`config.mk`:
```
export PLATFORM = sky130hd
export DESIGN_NAME = bis_queue
export DESIGN_NICKNAME = d
export VERILOG_FILES = /design/src/rtl/core/bis_pkg.sv /design/src/rtl/core/bis_queue.sv
export SDC_FILE = /design/constraint.sdc
export NUM_CORES = 1
export LEC_CHECK = 0
export BUFFER_PORTS_ARGS = -buffer_cell sky130_fd_sc_hd__buf_2
export CAP_MARGIN = 20
export CORE_MARGIN = 8
export CORE_UTILIZATION = 49
export DETAILED_ROUTE_END_ITERATION = 6
export PLACE_DENSITY_LB_ADDON = 0.08
export SLEW_MARGIN = 25
export SYNTH_ARGS = -nofsm -noshare
export SYNTH_HDL_FRONTEND = slang
export SYNTH_SLANG_ARGS = --single-unit
```
`constraint.sdc`:
```
create_clock -name clk -period 5.53 [get_ports clk]
set_input_delay 0.553 -clock clk [delete_from_list [all_inputs] [get_ports clk]]
set_output_delay 0.553 -clock clk [all_outputs]
set_load 0.05 [all_outputs]
```
`src/rtl/core/bis_pkg.sv`:
```
// ----------------------------------------------------------------------------
// bis_pkg: bilinear image scaler shared definitions
// Sizes, widths, item types and codes used by the scaler modules.
// ----------------------------------------------------------------------------
package bis_pkg;

  // Frame store and fixed-point geometry
  localparam int MAX_SRC_WIDTH  = 256;
  localparam int MAX_SRC_HEIGHT = 256;
  localparam int FRAC_BITS      = 16;

  localparam int XW  = $clog2(MAX_SRC_WIDTH);   // source column bits
  localparam int YW  = $clog2(MAX_SRC_HEIGHT);  // source row bits
  localparam int HXW = XW - 1;                  // column bits inside one bank
  localparam int HYW = YW - 1;                  // row bits inside one bank
  localparam int SWW = XW + 1;                  // clamped width value
  localparam int SHW = YW + 1;                  // clamped height value

  // Fixed field widths
  localparam int SIZE_W  = 9;
  localparam int STEP_W  = 24;
  localparam int COORD_W = 10;
  localparam int CH_W    = 8;
  localparam int PIX_W   = 3 * CH_W;
  localparam int POS_W   = STEP_W + COORD_W;    // step * coordinate
  localparam int INT_W   = POS_W - FRAC_BITS;   // integer part of position
  localparam int WGT_W   = FRAC_BITS + 1;       // weight 0 .. 1.0
  localparam int ACC1_W  = CH_W + WGT_W;        // horizontal blend
  localparam int ACC2_W  = ACC1_W + WGT_W;      // vertical blend

  localparam int CFG_IDX_W   = 2;
  localparam int QUEUE_DEPTH = 4;

  typedef enum logic {
    OP_LOAD   = 1'b0,
    OP_INTERP = 1'b1
  } opcode_t;

  typedef enum logic [CFG_IDX_W-1:0] {
    REG_SRC_WIDTH  = 2'd0,
    REG_SRC_HEIGHT = 2'd1,
    REG_COL_STEP   = 2'd2,
    REG_ROW_STEP   = 2'd3
  } reg_index_t;

  // Input item
  typedef struct packed {
    opcode_t              opcode;
    logic [COORD_W-1:0]   col;
    logic [COORD_W-1:0]   row;
    logic [CH_W-1:0]      red_in;
    logic [CH_W-1:0]      green_in;
    logic [CH_W-1:0]      blue_in;
  } cmd_t;

  // Result item
  typedef struct packed {
    logic [CH_W-1:0]      red_out;
    logic [CH_W-1:0]      green_out;
    logic [CH_W-1:0]      blue_out;
  } rsp_t;

  // Decoded configuration seen by the front end
  typedef struct packed {
    logic [SWW-1:0]       width;
    logic [SHW-1:0]       height;
    logic [XW-1:0]        x_max;      // width - 2
    logic [YW-1:0]        y_max;      // height - 2
    logic [STEP_W-1:0]    col_step;
    logic [STEP_W-1:0]    row_step;
  } cfg_t;

  // Work item handed from front end to back end. Banks are split by column
  // and row parity; *_e / *_o are the in-bank addresses for the even / odd
  // bank. Loads carry the same address in both.
  typedef struct packed {
    opcode_t              op;
    logic                 par_x;
    logic                 par_y;
    logic [HXW-1:0]       xe;
    logic [HXW-1:0]       xo;
    logic [HYW-1:0]       ye;
    logic [HYW-1:0]       yo;
    logic [FRAC_BITS-1:0] fx;
    logic [FRAC_BITS-1:0] fy;
    logic [PIX_W-1:0]     rgb;
  } task_t;

endpackage

```
`src/rtl/core/bis_queue.sv`:
```
// ----------------------------------------------------------------------------
// bis_queue: work item queue
// Small FIFO between front end and back end so each side stalls on its own.
// ----------------------------------------------------------------------------
module bis_queue (
  input  logic           clk,
  input  logic           rst,
  input  logic           push,
  input  bis_pkg::task_t push_task,
  input  logic           pop,
  output bis_pkg::task_t head,
  output logic           full,
  output logic           empty
);

  localparam int QPW = $clog2(bis_pkg::QUEUE_DEPTH);
  localparam int QCW = $clog2(bis_pkg::QUEUE_DEPTH + 1);

  bis_pkg::task_t   slots [bis_pkg::QUEUE_DEPTH];
  logic [QPW-1:0]   wr_ptr;
  logic [QPW-1:0]   rd_ptr;
  logic [QCW-1:0]   count;

  assign full  = (count == QCW'(bis_pkg::QUEUE_DEPTH));
  assign empty = (count == '0);
  assign head  = slots[rd_ptr];

  // storage
  always_ff @(posedge clk) begin
    if (push) begin
      slots[wr_ptr] <= push_task;
    end
  end

  // pointers and fill count
  always_ff @(posedge clk) begin
    if (rst) begin
      wr_ptr <= '0;
      rd_ptr <= '0;
      count  <= '0;
    end else begin
      if (push) begin
        wr_ptr <= (wr_ptr == QPW'(bis_pkg::QUEUE_DEPTH - 1)) ? '0 : wr_ptr + 1'b1;
      end
      if (pop) begin
        rd_ptr <= (rd_ptr == QPW'(bis_pkg::QUEUE_DEPTH - 1)) ? '0 : rd_ptr + 1'b1;
      end
      if (push && !pop) begin
        count <= count + 1'b1;
      end else if (pop && !push) begin
        count <= count - 1'b1;
      end
    end
  end

endmodule

```
==> flow_summary.ini, run 1 <==
[cts]
clock_latency_ps = 500
cts-root-buf = clkbuf_16
cts.path.max_buffers = 3
cts_hold_buf = 0
clk_pin_slew_worst_paths_ps = 60
cts_tree = done
h-tree-depth = 2
post_cts_buffers = 0
ctsResizeCount = 0
numCtsBuffers = 37
cts_sinks = 357

[floorplanning]
core.rowCount = 59
die_area_um2 = 32000
top_level_ports = 180
coreArea_um2 = 26100
fp.dieH_um = 179
initial_core_util_pct = 49.9
die_w_um = 179

[critical_path]
critPathMaxStageDelay_ps = 910
crit_required_ps = 4980
rr_endpoint = slots[1][38]$_DFFE_PP_
path_max_fanout = 54
cp_cell_sequence = buf_4 -> mux4_2 -> buf_2
ff2ff_setup_slack_ps = 3250
crit_arrival_ps = 2650
timing.rr.start = wr_ptr[0]$_SDFFE_PP0P_
slowest_stage = dfxtp_4
reg2reg_depth = 3
worstSetupPathType = reg -> out
start_kind = flop
path_delay_family = flip-flops
cp-end-kind = output pin
worst-path-buf-inv = 2

[timing]
finalSetupViolCount = 0
slew_headroom_pct = 39.2
layout_min_cycle_time_ps = 3210
setup_tns_ps = 0
rsz0062_at_grt = no
finalClockSkew_ps = 11.7
max_freq_mhz = 312
period_share_pct = 58.0
timing.final.ws_setup_ps = 2320
slew_viol_final = 0
worst_pin_slew_ps = 912
finalHoldViolations = 0

[placement]
gp_congestion = 0.691
hpwl_um = 14500
post-place-ws_ps = 2780
port_buffers = 179

[pwr]
p_per_area_nw_per_um2 = 410
vdd_drop_max_mv = 0.307
leakage_nw = 5.23

[synth]
synth_area_leaders = edfxtp_1 80%, mux4_2 15%, dfxtp_1 1.4%
synth_largest_area_cell = edfxtp_1
synth_edf_count = 348
ys_seq_area_share_pct = 81.8
synth.most_common_cell = edfxtp_1
netlist_area_um2 = 13000
synthDistinctLibCells = 20
syn_inst = 499
synthTopCellsByCount = 348 x edfxtp_1, 87 x mux4_2, 10 x buf_2
netlist.area_leader.share_pct = 80.4
async_reset_ff_share_pct = 0
synth-seq-cells = 357
synth.avg_cell_area_um2 = 26.0
yosysWarnings = 0
synth_ff_type = edfxtp_1
syn_nets = 597

[global_routing]
grt.overflow.total = 0
use_met1_pct = 19.6
grtUsageTotal_pct = 15.3
grt_pass1_vias = 6364
grtUsageMet3_pct = 4.42
grt.met2_usage_pct = 25.3
grt_pass1_wl_um = 36900
grt_max_degree = 72
grt_busiest_layer = met2
antenna_found_initial = 4

[status]
status = finished clean

[route]
totalWireLength_um = 24200
num_vias = 5803
wire_per_inst_um = 22.7
drc = 0
drt_iter0_drc = 367
via_per_inst = 5.43
ant_nets = 0
dr.pass1.iters = 5

[cells_and_area]
n_fill_cell = 1874
area.growth.synth_to_final_pct = 19.1
nNetsFinal = 801
drive_gt1_share_pct = 44.9

[min_path]
min_to = slots[0][4]$_DFFE_PP_
hold_class = in -> reg
hold-path-cell-count = 1
hold_start = push_task[4]

[flow_run]
cap_violations = 0
-- layout make-up --
cell class,count,area [um^2],area share (%)
repair buffers,185,953,6.16
well taps,335,419,2.71
multi-input cells,118,2210,14.3
flip-flops and latches,357,10600,68.7
clock buffers,57,1100,7.14
clock inverters,11,129,0.833
inverters,4,15.0,0.0970
diodes,2,5.00,0.0323
-- kinds of logic (layout without fill, tap and decap cells) --
| logic type | Yosys count | in the layout | synth area share (%) |
|---|---|---|---|
| and+or+nand+nor | 15 | 15 | 0.597 |
| DFF | 357 | 357 | 81.8 |
| muxes | 91 | 91 | 15.4 |
| adders and majority gates | 7 | 7 | 0.732 |
| buffers and inverters | 24 | 257 | 1.23 |
| AOI/OAI and AO/OA | 3 | 3 | 0.116 |
| other | 0 | 2 | 0 |
| xor gates and xnor gates | 2 | 2 | 0.135 |
-- metal layers --
| metal | wire length [um] | share of wire, % |
|---|---|---|
| met5 | 47 | 0.19 |
| met3 | 1990 | 8.2 |
| met1 | 9680 | 40 |
| met4 | 390 | 1.6 |
| met2 | 12100 | 50 |
-- how the worst max path moves through the flow --
| stage | startpoint | to | cells after the start |
|---|---|---|---|
| floorplan | push | slots[0][0]$_DFFE_PP_ | 1 |
| global placement | flop | head[32] | 3 |
| detailed placement | flop | head[79] | 3 |
| CTS | flop | head[79] | 3 |
| global route | flop | head[27] | 3 |
| finish | flop | head[60] | 3 |
-- worst register-to-register path: cells and delay by family (launching register included) --
family        cells  cell delay (ps)
flops             1              400
simple gates      1              750
buf+inv           1              570
fa+ha+maj         1              180
-- state kept, by name, indices dropped and copies added (netlist names), named ones only --
register	cells
slots	348
count	3
rd_ptr	2
wr_ptr	2
-- where the power goes --
part / internal, W / switching (W) / total (W)
clock: 0.00152 / 0.000937 / 0.00245
sequential: 0.00310 / 0.0000476 / 0.00315
combinational: 0.000220 / 0.000526 / 0.000745
-- stage by stage --
| stage | power [W] | cell area, um^2 | hold slack, ps | util (%) | instances |
|---|---|---|---|---|---|
| floorplan | 0.00376 | 13000 | 460 | - | 499 |
| global placement | 0.00395 | 14200 | 478 | 54.6 | 999 |
| detailed placement | 0.00397 | 14200 | 510 | 54.6 | 999 |
| CTS | 0.00643 | 15500 | 231 | 59.4 | 1067 |
| global route | 0.00656 | 15500 | 236 | 59.4 | 1067 |
| finish | 0.00635 | 15500 | 254 | 59.4 | 1069 |
-- layout by cell type, fill, tap and decap left out, drive strengths merged, types with 2 or more instances in the layout --
cell    count
nor2        7
buf       185
a21oi       2
xor2        2
clkinv      7
diode       2
ha          6
mux4       87
mux2i       4
edfxtp    348
inv         5
bufinv      3
and2        4
dfxtp       9
nor3b       2
clkbuf     57
Power figures use the tool's default switching activity.
==> run 2: changes to the inputs <==
--- a/config.mk
+++ b/config.mk
@@ -5,6 +5,7 @@
 export SDC_FILE = /design/constraint.sdc
 export NUM_CORES = 1
 export LEC_CHECK = 0
+export ABC_AREA = 1
 export BUFFER_PORTS_ARGS = -buffer_cell sky130_fd_sc_hd__buf_2
 export CAP_MARGIN = 20
 export CORE_MARGIN = 8
==> constraint.sdc (replaced) <==
create_clock -name clk -period 3.3 [get_ports clk]
set_input_delay 0.33 -clock clk [delete_from_list [all_inputs] [get_ports clk]]
set_output_delay 0.33 -clock clk [all_outputs]
set_load 0.05 [all_outputs]
==> flow_summary.ini, run 2 <==
[timing]
period_share_pct = 79.6
finalSetupViolCount = 0
worst_hold_slack_ps = 26.2
worst_pin_slew_ps = 725
rsz0062_at_grt = no
setup_tns_ps = 0
finalClockSkew_ps = 8.19
slew_headroom_pct = 51.7
max_freq_mhz = 381
slew_viol_final = 0
finalHoldViolations = 0
layout_min_cycle_time_ps = 2630

[critical_path]
cp-end-kind = output pin
timing.rr.start = wr_ptr[0]$_SDFFE_PP0P_
worstSetupPathType = reg -> out
crit_required_ps = 2970
reg2reg_depth = 5
start_kind = flop
rr_endpoint = slots[0][22]$_DFFE_PP_
crit_end = head[14]
ff2ff_setup_slack_ps = 1530
path_max_fanout = 174
crit_arrival_ps = 2300

[cells_and_area]
final_common_cell = edfxtp_1
largest-register = slots
most-common-layout-cells = 348 x edfxtp_1, 182 x nor2_1, 179 x buf_2
final_core_util_pct = 58.4
area.growth.synth_to_final_pct = 17.4
nNetsFinal = 1175
reg_top3 = slots: 348 flops, count: 3 flops
stdcell_count = 1444
largest_reg_flops = 348
drive_gt1_share_pct = 22.7

[synth]
synth-seq-cells = 357
ys_seq_area_share_pct = 79.5
synth.most_common_cell = edfxtp_1
yosysWarnings = 0
synthTopCellsByCount = 348 x edfxtp_1, 182 x nor2_1, 95 x o21ai_0
netlist_area_um2 = 13400
synth_ff_type = edfxtp_1
synth_largest_area_cell = edfxtp_1
synth.avg_cell_area_um2 = 14.9
synth_area_leaders = edfxtp_1 78%, nor2_1 5.1%, o22ai_1 4.1%
syn_inst = 900
async_reset_ff_share_pct = 0
syn_nets = 998
netlist.area_leader.share_pct = 78.2
synth_edf_count = 348
synthDistinctLibCells = 22

[route]
dr.pass1.iters = 4
totalWireLength_um = 28600
ant_nets = 0
wire_per_inst_um = 19.8
drt_iter0_drc = 382
via_per_inst = 5.42
num_vias = 7832
drc = 0
routed.top_layer = met5
met3WireLength_um = 1710
wl_met2_um = 13800
wl_met1_um = 12400

[floorplanning]
top_level_ports = 180
die_area_um2 = 32800
core.rowCount = 60
initial_core_util_pct = 49.7
fp.dieH_um = 181
die_w_um = 181
coreArea_um2 = 26900

[pwr]
p_int_w = 0.00784
switching_share_pct = 26.2
p_per_area_nw_per_um2 = 677
power_switching_w = 0.00279
leakage_nw = 5.51
p_comb_share_pct = 13.9
p_clk_share_pct = 36.9
p_seq_share_pct = 49.2
vdd_drop_max_mv = 0.479

[global_routing]
grt_max_degree = 175
grt_pass1_wl_um = 44000
antenna_found_initial = 7
grt_pass1_vias = 8012
grt.overflow.total = 0
grtUsageTotal_pct = 16.9

[cts]
numCtsBuffers = 38
clk_pin_slew_worst_paths_ps = 60
ctsResizeCount = 0
cts_sinks = 357
cts_hold_buf = 0
cts.path.max_buffers = 3
cts_tree = done
clock_latency_ps = 510
post_cts_buffers = 0
cts-root-buf = clkbuf_16
h-tree-depth = 2

[min_path]
hold_start = rst
hold_class = in -> reg

[placement]
port_buffers = 179
dp.cells = 1378
gp_congestion = 0.727
hpwl_um = 15600

[status]
status = finished clean

[flow_run]
cap_violations = 0
[run 2: cell count changes in the layout (fill, tap and decap cells not counted), moves of 4 or more]
cell / previous run / this run
nand2_1: 0 / 8
inv_1: 4 / 10
o21ai_0: 1 / 95
clkbuf_8: 4 / 0
mux4_2: 87 / 0
nor2_1: 7 / 182
and2_4: 4 / 0
inv_4: 0 / 4
o21ai_1: 0 / 82
buf_12: 1 / 8
o22ai_1: 0 / 87
mux2i_1: 4 / 0
[run 2: how the worst min path moves through the flow]
stage | to | slack (ps) | cells after the start
finish | count[0]$_SDFFE_PP0P_ | 30 | 2
floorplan | count[0]$_SDFFE_PP0P_ | 400 | 1
detailed placement | wr_ptr[1]$_SDFFE_PP0P_ | 520 | 2
global placement | wr_ptr[1]$_SDFFE_PP0P_ | 510 | 2
CTS | slots[0][61]$_DFFE_PP_ | 7 | 1
global route | slots[1][84]$_DFFE_PP_ | 9 | 1
[run 2: area by class of cell]
cell class                 count  area [um^2]
clock buffer                  51         1060
clock inverter                13         86.3
multi-input combinational    471         2290
timing repair buffer         193         1100
antenna                        2         5.00
inverter                      16         75.1
tap                          341          427
fill                        2139        11200
sequential                   357        10600
[run 2: cells by family (layout without fill, tap and decap cells)]
kind of cell	Yosys count	after routing	share of synthesized area, %
xor+xnor	1	1	0.0655
simple gates	196	196	5.57
other cells	0	2	0
flops	357	357	79.5
compound gates	267	267	10.8
buf+inv	72	273	3.30
fa+ha+maj	7	7	0.711
[run 2: stage by stage]
step	total power (W)	instance area [um^2]	setup WS, ps
detailed placement	0.00682	14500	1200
floorplan	0.00639	13400	586
global placement	0.00680	14500	1200
finish	0.0106	15700	674
CTS	0.0107	15700	653
global route	0.0110	15700	402
[run 2: worst max-delay path, cell delays in order, from the launching register on]
cell     delay [ps]
dfxtp_4         380
buf_12          530
o21ai_0         210
o22ai_1         270
buf_2           320
[run 2: per-layer routing]
metal	vias to the layer above	global-route usage, %
met5	-	0
met4	10	5.31
met3	48	4.83
met2	213	28.4
met1	3815	20.9
li1	3746	-
[run 2: power groups by stage]
stage,combinational (W),clock [W],sequential (W)
global placement,0.00148,0,0.00532
floorplan,0.00107,0,0.00533
detailed placement,0.00149,0,0.00532
CTS,0.00150,0.00402,0.00523
global route,0.00158,0.00417,0.00524
finish,0.00147,0.00392,0.00523
