[config.mk]
export PLATFORM = sky130hd
export DESIGN_NAME = bis_front
export DESIGN_NICKNAME = d
export VERILOG_FILES = /design/src/rtl/core/bis_pkg.sv /design/src/rtl/core/bis_front.sv
export SDC_FILE = /design/constraint.sdc
export NUM_CORES = 1
export LEC_CHECK = 0
export ABC_CLOCK_PERIOD_IN_PS = 6300
export BUFFER_PORTS_ARGS = -buffer_cell sky130_fd_sc_hd__buf_2
export CAP_MARGIN = 10
export CORE_MARGIN = 3
export CORE_UTILIZATION = 56
export CTS_BUF_LIST = sky130_fd_sc_hd__clkbuf_16
export CTS_CLUSTER_DIAMETER = 40
export DETAILED_ROUTE_END_ITERATION = 12
export PLACE_DENSITY = 0.84
export SLEW_MARGIN = 20
export SYNTH_ARGS = -nofsm -noshare
export SYNTH_HDL_FRONTEND = slang
export SYNTH_SLANG_ARGS = --single-unit
[constraint.sdc]
create_clock -name clk -period 6.3 [get_ports clk]
set_input_delay 0.315 -clock clk [delete_from_list [all_inputs] [get_ports clk]]
set_output_delay 0.315 -clock clk [all_outputs]
set_load 0.1 [all_outputs]
[src/rtl/core/bis_pkg.sv]
// ----------------------------------------------------------------------------
// bis_pkg: bilinear image scaler shared definitions
// Sizes, widths, item types and codes used by the scaler modules.
// ----------------------------------------------------------------------------
package bis_pkg;

  // Frame store and fixed-point geometry
  localparam int MAX_SRC_WIDTH  = 256;
  localparam int MAX_SRC_HEIGHT = 256;
  localparam int FRAC_BITS      = 16;

  localparam int XW  = $clog2(MAX_SRC_WIDTH);   // source column bits
  localparam int YW  = $clog2(MAX_SRC_HEIGHT);  // source row bits
  localparam int HXW = XW - 1;                  // column bits inside one bank
  localparam int HYW = YW - 1;                  // row bits inside one bank
  localparam int SWW = XW + 1;                  // clamped width value
  localparam int SHW = YW + 1;                  // clamped height value

  // Fixed field widths
  localparam int SIZE_W  = 9;
  localparam int STEP_W  = 24;
  localparam int COORD_W = 10;
  localparam int CH_W    = 8;
  localparam int PIX_W   = 3 * CH_W;
  localparam int POS_W   = STEP_W + COORD_W;    // step * coordinate
  localparam int INT_W   = POS_W - FRAC_BITS;   // integer part of position
  localparam int WGT_W   = FRAC_BITS + 1;       // weight 0 .. 1.0
  localparam int ACC1_W  = CH_W + WGT_W;        // horizontal blend
  localparam int ACC2_W  = ACC1_W + WGT_W;      // vertical blend

  localparam int CFG_IDX_W   = 2;
  localparam int QUEUE_DEPTH = 4;

  typedef enum logic {
    OP_LOAD   = 1'b0,
    OP_INTERP = 1'b1
  } opcode_t;

  typedef enum logic [CFG_IDX_W-1:0] {
    REG_SRC_WIDTH  = 2'd0,
    REG_SRC_HEIGHT = 2'd1,
    REG_COL_STEP   = 2'd2,
    REG_ROW_STEP   = 2'd3
  } reg_index_t;

  // Input item
  typedef struct packed {
    opcode_t              opcode;
    logic [COORD_W-1:0]   col;
    logic [COORD_W-1:0]   row;
    logic [CH_W-1:0]      red_in;
    logic [CH_W-1:0]      green_in;
    logic [CH_W-1:0]      blue_in;
  } cmd_t;

  // Result item
  typedef struct packed {
    logic [CH_W-1:0]      red_out;
    logic [CH_W-1:0]      green_out;
    logic [CH_W-1:0]      blue_out;
  } rsp_t;

  // Decoded configuration seen by the front end
  typedef struct packed {
    logic [SWW-1:0]       width;
    logic [SHW-1:0]       height;
    logic [XW-1:0]        x_max;      // width - 2
    logic [YW-1:0]        y_max;      // height - 2
    logic [STEP_W-1:0]    col_step;
    logic [STEP_W-1:0]    row_step;
  } cfg_t;

  // Work item handed from front end to back end. Banks are split by column
  // and row parity; *_e / *_o are the in-bank addresses for the even / odd
  // bank. Loads carry the same address in both.
  typedef struct packed {
    opcode_t              op;
    logic                 par_x;
    logic                 par_y;
    logic [HXW-1:0]       xe;
    logic [HXW-1:0]       xo;
    logic [HYW-1:0]       ye;
    logic [HYW-1:0]       yo;
    logic [FRAC_BITS-1:0] fx;
    logic [FRAC_BITS-1:0] fy;
    logic [PIX_W-1:0]     rgb;
  } task_t;

endpackage

[src/rtl/core/bis_front.sv]
// ----------------------------------------------------------------------------
// bis_front: command front end
// Scales destination coordinates to source positions, saturates them, drops
// loads that fall outside the source and pushes work items to the queue.
// ----------------------------------------------------------------------------
module bis_front (
  input  logic          clk,
  input  logic          rst,
  input  bis_pkg::cfg_t cfg,
  input  logic          cmd_valid,
  output logic          cmd_stall,
  input  bis_pkg::cmd_t cmd,
  output logic          push,
  output bis_pkg::task_t push_task,
  input  logic          q_full
);

  // stage 1: captured item and scaled positions
  logic                            f1_valid;
  bis_pkg::opcode_t                f1_op;
  logic [bis_pkg::COORD_W-1:0]     f1_col;
  logic [bis_pkg::COORD_W-1:0]     f1_row;
  logic [bis_pkg::PIX_W-1:0]       f1_rgb;
  logic [bis_pkg::POS_W-1:0]       f1_px;
  logic [bis_pkg::POS_W-1:0]       f1_py;

  // stage 2: work item waiting for queue space
  logic                            f2_valid;
  bis_pkg::task_t                  f2_task;

  logic                            f1_ready;
  logic                            f2_ready;
  logic                            f1_keep;
  bis_pkg::task_t                  f1_task;

  logic [bis_pkg::INT_W-1:0]       ix;
  logic [bis_pkg::INT_W-1:0]       iy;
  logic [bis_pkg::XW-1:0]          x;
  logic [bis_pkg::YW-1:0]          y;
  logic [bis_pkg::XW:0]            x_inc;
  logic [bis_pkg::YW:0]            y_inc;

  // elastic handshake through both stages
  assign f2_ready  = !f2_valid || !q_full;
  assign f1_ready  = !f1_valid || f2_ready;
  assign cmd_stall = !f1_ready;
  assign push      = f2_valid && !q_full;
  assign push_task = f2_task;

  // stage 1 registers
  always_ff @(posedge clk) begin
    if (rst) begin
      f1_valid <= 1'b0;
    end else if (f1_ready) begin
      f1_valid <= cmd_valid;
    end
    if (f1_ready && cmd_valid) begin
      f1_op  <= cmd.opcode;
      f1_col <= cmd.col;
      f1_row <= cmd.row;
      f1_rgb <= {cmd.red_in, cmd.green_in, cmd.blue_in};
      f1_px  <= cfg.col_step * bis_pkg::POS_W'(cmd.col);
      f1_py  <= cfg.row_step * bis_pkg::POS_W'(cmd.row);
    end
  end

  // saturate integer parts and build the bank addresses
  always_comb begin
    ix = f1_px[bis_pkg::POS_W-1:bis_pkg::FRAC_BITS];
    iy = f1_py[bis_pkg::POS_W-1:bis_pkg::FRAC_BITS];
    x  = (ix > bis_pkg::INT_W'(cfg.x_max)) ? cfg.x_max : ix[bis_pkg::XW-1:0];
    y  = (iy > bis_pkg::INT_W'(cfg.y_max)) ? cfg.y_max : iy[bis_pkg::YW-1:0];
    x_inc = {1'b0, x} + 1'b1;
    y_inc = {1'b0, y} + 1'b1;

    f1_task.op  = f1_op;
    f1_task.rgb = f1_rgb;
    f1_task.fx  = f1_px[bis_pkg::FRAC_BITS-1:0];
    f1_task.fy  = f1_py[bis_pkg::FRAC_BITS-1:0];
    if (f1_op == bis_pkg::OP_INTERP) begin
      f1_task.par_x = x[0];
      f1_task.par_y = y[0];
      f1_task.xe    = x_inc[bis_pkg::HXW:1];
      f1_task.xo    = x[bis_pkg::XW-1:1];
      f1_task.ye    = y_inc[bis_pkg::HYW:1];
      f1_task.yo    = y[bis_pkg::YW-1:1];
    end else begin
      f1_task.par_x = f1_col[0];
      f1_task.par_y = f1_row[0];
      f1_task.xe    = f1_col[bis_pkg::XW-1:1];
      f1_task.xo    = f1_col[bis_pkg::XW-1:1];
      f1_task.ye    = f1_row[bis_pkg::YW-1:1];
      f1_task.yo    = f1_row[bis_pkg::YW-1:1];
    end

    // a load outside the source image does nothing and is dropped here
    f1_keep = (f1_op == bis_pkg::OP_INTERP) ||
              ((int'(f1_col) < int'(cfg.width)) && (int'(f1_row) < int'(cfg.height)));
  end

  // stage 2 registers
  always_ff @(posedge clk) begin
    if (rst) begin
      f2_valid <= 1'b0;
    end else if (f2_ready) begin
      f2_valid <= f1_valid && f1_keep;
    end
    if (f2_ready) begin
      f2_task <= f1_task;
    end
  end

endmodule

==> flow_summary.toml, run 1 <==
[power]
p_seq_share_pct = 18.3
internal_power_uw = 6610
clock_power_share_pct = 10.2
p_leak_uw = 0.0125
combPwrFrac_pct = 71.5
peakVddDrop_uv = 354
swShare_pct = 50.2
power.switching_uw = 6650
power_density_nw_per_um2 = 523
finalPower_uw = 13300

[clocking]
cts_buffer_depth = 3
clk_pin_slew_ps = 60
cts_sinks = 202
cts_inserted_buffers = 24
h-tree-depth = 1
worstSkewPairLatency_ps = 510
cts_root_buf = "clkbuf_16"
cts_tree = "done"
cts_setup_buffers = 0

[worst_setup_path]
cp_cell_sequence = "buf_2 -> nand2_1 -> fa_1 -> inv_1 -> fa_1 -> inv_1 -> fa_1 -> inv_1 -> fa_1 -> inv_1 -> fa_1 -> inv_1 -> ha_1 -> nor2_1 -> nand2_1 -> o21ai_0 -> o211ai_1 -> a21oi_2 -> a21oi_1 -> a221oi_1 -> xnor2_1"
critPathArrivalTime_ps = 5740
path_max_fanout = 25
end_kind = "flop"
required_ps = 6550
path_class = "in2reg"
path_buf_inv = 6
cpMaxStageDelayCell = "fa_1"
critical-path-top-delay-family = "adder cells"
cpPeakStageDelay_ps = 550
critical_path.startpoint_type = "input pin"

[synth]
async_flop_share_pct = 0
synth_edf_count = 200
syn-num-nets = 2897
ys_ff_latch = 202
syn_avg_cell_area_um2 = 10.2
ys_seq_area_share_pct = 26.4
synth_flop_cell = "edfxtp_1"
synth_area_um2 = 22900
ys_warn_count = 0
ys_types = 63
syn_inst = 2246

[timing]
finalCritPeriodShare_pct = 87.2
hold_viol = 0
timing.final.crit_period_ps = 5490
hold_slack_ps = 29.5
max_freq_mhz = 182
skew_ps = 10.4
setup_tns_ps = 0
drv_slew = 0
setup_viol = 0
grt_setup_unrepaired = "false"
worst_pin_slew_ps = 920
slew_headroom_pct = 38.5

[place]
gp_congestion = 0.900
port_buffers = 219
post-dp-hpwl_um = 42900

[route]
antenna_violating_nets_post_route = 0
wl_per_cell_um = 18.6
wl_um = 55000
drc_errors = 0
drt_iter0_drc = 1268
firstDrtPassIters = 5
via_per_inst = 5.59
vias = 16575

[status]
status = "finished clean"

[floorplanning]
die_x_um = 208
ios = 220
rows = 73
fp.dieH_um = 208
core_area_um2 = 40100
start_util_pct = 57.1
die_area_um2 = 43400

[grt]
grt_pass1_wl_um = 91200
grt_usage_pct = 25.7
antenna_found_initial = 8
grt_max_degree = 89
grt_overflow = 0
grt_pass1_vias = 17829

[min_path]
min_path_type = "in2reg"

[flow_run]
maxCapViolCount = 0

[final_layout]
nets = 3065
n_fill_cell = 3122
layout_commonest_cell = "inv_1"
final_cell_mix = "inv_1 (384), fa_1 (348), nand2_1 (300)"
layout-drive-gt1-share_pct = 12.2
syn2layout_area_growth_pct = 10.8
==> flip-flops by register name (all words and copies together) (netlist names) <==
| signal | count |
|---|---|
| f1_row | 10 |
| f1_px | 34 |
| f1_col | 10 |
| f1_rgb | 24 |
| f1_py | 34 |
| f1_op | 1 |
| push_task | 87 |
| f2_valid | 1 |
| f1_valid | 1 |
==> what timing repair did <==
| action | 4_1_cts | 5_1_grt |
|---|---|---|
| setup endpoints to repair | 0 | 0 |
| hold buffers | 25 | 0 |
| endpoints found under the hold margin | 25 | 0 |
| resized for setup | 0 | 0 |
==> synth_stat cells (25+ instances only) <==
library cell	number	area (um2)
clkbuf_1	98	368
ha_1	172	2150
edfxtp_1	200	6010
o21ai_0	38	190
and2_1	235	1470
inv_1	383	1440
nand2_1	301	1130
nor2_1	66	248
xnor2_1	40	350
nand3_1	26	130
a21o_1	48	360
xor2_1	25	219
fa_1	348	6970
a21oi_1	81	405
==> worst reg2reg max path, delay by kind of cell (launching register included) <==
| family | cells | cell delay [ps] |
|---|---|---|
| muxes | 2 | 630 |
| adders and majority gates | 2 | 590 |
| xor gates and xnor gates | 1 | 130 |
| and+or+nand+nor | 3 | 540 |
| AOI/OAI and AO/OA | 6 | 1350 |
| DFF | 1 | 480 |
==> layout make-up <==
cell class	count	area [um2]	share of cell area (%)
Multi-Input combinational cell	1556	15000	59.3
Sequential cell	202	6050	23.8
Inverter	383	1440	5.67
Timing Repair Buffer	247	1370	5.40
Tap cell	525	657	2.59
Clock buffer	25	626	2.47
Clock inverter	18	175	0.690
Antenna cell	9	22.5	0.0888
==> layer usage <==
metal  vias up  track usage (%)  part of all wire, %
met3       110             4.27                  7.9
met2       756             41.6                   47
met5         -                0                    0
met1      8249             36.0                   42
li1       7460                -                    -
met4         0             7.79                  2.9
==> kinds of logic (layout without fill, tap and decap cells) <==
logic type               count (synthesis)  in the layout  synth area share [%]
AND/OR/NAND/NOR                        702            702                  15.0
adder cells (fa/ha/maj)                520            520                  39.8
buffers and inverters                  488            673                  8.06
AO/OA/AOI/OAI                          235            235                  6.67
flip-flops                             202            202                  26.4
XOR/XNOR                                65             65                  2.49
multiplexers                            34             34                  1.57
other                                    0              9                     0
==> power groups by stage <==
stage               sequential (uW)  combinational [uW]  clock (uW)
floorplan                      3230                6510           0
global placement               2430                9060           0
detailed placement             2450                9330           0
CTS                            2430                9410        1390
global route                   2460               10600        1460
finish                         2430                9480        1360
==> path summary, 6_finish.rpt <==
kind	start	to	slack (ps)	cells past startpoint
worst min-delay path	rst	f1_valid$_SDFFE_PP0N_	30	2
worst max register to register	f1_py[19]$_DFFE_PP_	push_task[68]$_DFFE_PP_	2350	14
worst max-delay path	cmd[35]	f1_px[33]$_DFFE_PP_	810	21
worst min register to register	f1_rgb[16]$_DFFE_PP_	push_task[16]$_DFFE_PP_	420	0
==> metrics by stage <==
stage / setup WS [ps] / util [%] / instances / area [um2]
floorplan: 902 / - / 2246 / 22900
global placement: 527 / 60.6 / 2888 / 24300
detailed placement: 399 / 60.6 / 2888 / 24300
CTS: 886 / 63.2 / 2956 / 25300
global route: 457 / 63.3 / 2964 / 25400
finish: 806 / 63.3 / 2965 / 25400
Note: power is estimated with default switching activity, not from simulation.
==> run 2, diff against run 1 <==
--- a/config.mk
+++ b/config.mk
@@ -5,15 +5,15 @@
 export SDC_FILE = /design/constraint.sdc
 export NUM_CORES = 1
 export LEC_CHECK = 0
-export ABC_CLOCK_PERIOD_IN_PS = 6300
+export ABC_CLOCK_PERIOD_IN_PS = 7100
 export BUFFER_PORTS_ARGS = -buffer_cell sky130_fd_sc_hd__buf_2
 export CAP_MARGIN = 10
 export CORE_MARGIN = 3
-export CORE_UTILIZATION = 56
+export CORE_UTILIZATION = 67
 export CTS_BUF_LIST = sky130_fd_sc_hd__clkbuf_16
 export CTS_CLUSTER_DIAMETER = 40
 export DETAILED_ROUTE_END_ITERATION = 12
-export PLACE_DENSITY = 0.84
+export PLACE_DENSITY = 0.94
 export SLEW_MARGIN = 20
 export SYNTH_ARGS = -nofsm -noshare
 export SYNTH_HDL_FRONTEND = slang
==> constraint.sdc (replaced) <==
create_clock -name clk -period 7.1 [get_ports clk]
set_input_delay 0.355 -clock clk [delete_from_list [all_inputs] [get_ports clk]]
set_output_delay 0.355 -clock clk [all_outputs]
set_load 0.1 [all_outputs]
==> run 2 against run 1 <==
Effect of this change:
- global-route usage is 6.5 points higher
- core utilization rose by 12 points
- sequential cell count stayed put
- critical path type unchanged
- power down 10%
- cell count down 2.8%
==> flow_summary.toml, run 2 (same netlist as run 1, synthesis figures left out) <==
[status]
status = "finished clean"

[final_layout]
final_cell_mix = "inv_1 (383), fa_1 (348), nand2_1 (300)"
n_fill_cell = 2155
largest_reg_flops = 87
nets = 3059
layout_commonest_cell = "inv_1"
syn2layout_area_growth_pct = 10.2
fin_cells = 2882
final_area_um2 = 25300
layout-drive-gt1-share_pct = 12.3
final_util_pct = 75.1

[grt]
grt_max_degree = 89
grt_pass1_wl_um = 92200
grt_overflow = 0
grt_pass1_vias = 18042
grt_usage_pct = 32.2
antenna_found_initial = 9

[route]
antenna_violating_nets_post_route = 0
drc_errors = 0
vias = 17114
firstDrtPassIters = 6
wl_um = 57500
via_per_inst = 5.94
drt_iter0_drc = 1427
wl_per_cell_um = 20.0

[timing]
skew_ps = 31.8
grt_setup_unrepaired = "false"
finalCritPeriodShare_pct = 77.7
slew_headroom_pct = 37.1
drv_slew = 0
timing.final.crit_period_ps = 5520
setup_tns_ps = 0
setup_viol = 0
hold_viol = 0
hold_slack_ps = 17.7
worst_pin_slew_ps = 943
max_freq_mhz = 181

[floorplanning]
die_x_um = 191
start_util_pct = 68.1
fp.dieH_um = 191
core_area_um2 = 33600
ios = 220
rows = 67
die_area_um2 = 36400

[clocking]
cts_sinks = 202
worstSkewPairLatency_ps = 540
h-tree-depth = 1
cts_buffer_depth = 3
clk_pin_slew_ps = 60
cts_root_buf = "clkbuf_16"
cts_inserted_buffers = 24
cts_setup_buffers = 0
cts_tree = "done"

[worst_setup_path]
path_max_fanout = 25
required_ps = 7360
end_kind = "flop"
cpMaxStageDelayCell = "fa_1"
critical-path-top-delay-family = "adder cells"
cp.depth = 21
cp_cell_sequence = "buf_2 -> nand2_1 -> fa_1 -> inv_1 -> fa_1 -> inv_1 -> fa_1 -> inv_1 -> fa_1 -> inv_1 -> fa_1 -> inv_1 -> ha_1 -> nor2_1 -> nand2_1 -> o21ai_0 -> o211ai_1 -> a21oi_2 -> a21oi_1 -> a221oi_1 -> xnor2_1"
path_class = "in2reg"
critical_path.startpoint_type = "input pin"
path_buf_inv = 6
cpPeakStageDelay_ps = 550
critPathArrivalTime_ps = 5780
worstRegToRegCells = 14

[power]
peakVddDrop_uv = 430
power_density_nw_per_um2 = 470
p_leak_uw = 0.0125

[min_path]
min_path_type = "in2reg"
holdPathStages = 1

[place]
postPlaceCellArea_um2 = 24200
port_buffers = 219
gp_congestion = 0.964
post-dp-hpwl_um = 43100
dp.cells = 2811

[flow_run]
maxCapViolCount = 0
-- run 2: final timing paths --
check | startpoint | endpoint | slack, ps
hold / removal | cmd[17] | f1_rgb[17]$_DFFE_PP_ | 20
setup / recovery | cmd[36] | f1_px[33]$_DFFE_PP_ | 1580
setup reg to reg | f1_py[19]$_DFFE_PP_ | push_task[68]$_DFFE_PP_ | 3050
hold reg to reg | f1_px[9]$_DFFE_PP_ | push_task[49]$_DFFE_PP_ | 410
-- run 2: repair_timing --
item                      CTS  global route
hold buffers               18             1
resized for setup           0             0
hold endpoints to repair   18             1
-- run 2: through the flow --
step                worst slack (ps)  power [uW]
floorplan                        501        8640
global placement                1310       10100
detailed placement              1160       10400
CTS                             1690       11800
global route                    1250       12900
finish                          1580       11900
-- run 2: routing by layer --
layer	track usage, %	part of all wire, %	up-vias
met5	0	0.035	-
met4	16.4	5.8	4
met3	5.30	10	248
met2	53.2	48	1063
met1	41.5	36	8346
li1	-	-	7453
-- run 2: worst register-to-register path: cells and delay by family (launching register included) --
kind / cells / cell delay, ps
compound gates: 6 / 1340
mux: 2 / 740
fa+ha+maj: 2 / 580
simple gates: 3 / 540
flops: 1 / 470
xor+xnor: 1 / 140
-- run 2: report_power, final --
part	switching [uW]	internal (uW)
Sequential	161	2020
Combinational	5290	3140
Clock	549	724
-- run 2: cell type report --
| cell class | count | area [um2] | area share, % |
|---|---|---|---|
| timing repair buffer | 241 | 1310 | 5.18 |
| clock inverter | 20 | 240 | 0.951 |
| sequential | 202 | 6050 | 23.9 |
| inverter | 383 | 1440 | 5.69 |
| multi-input combinational | 1556 | 15000 | 59.6 |
| tap | 448 | 561 | 2.22 |
| clock buffer | 24 | 601 | 2.38 |
| antenna | 8 | 20.0 | 0.0793 |
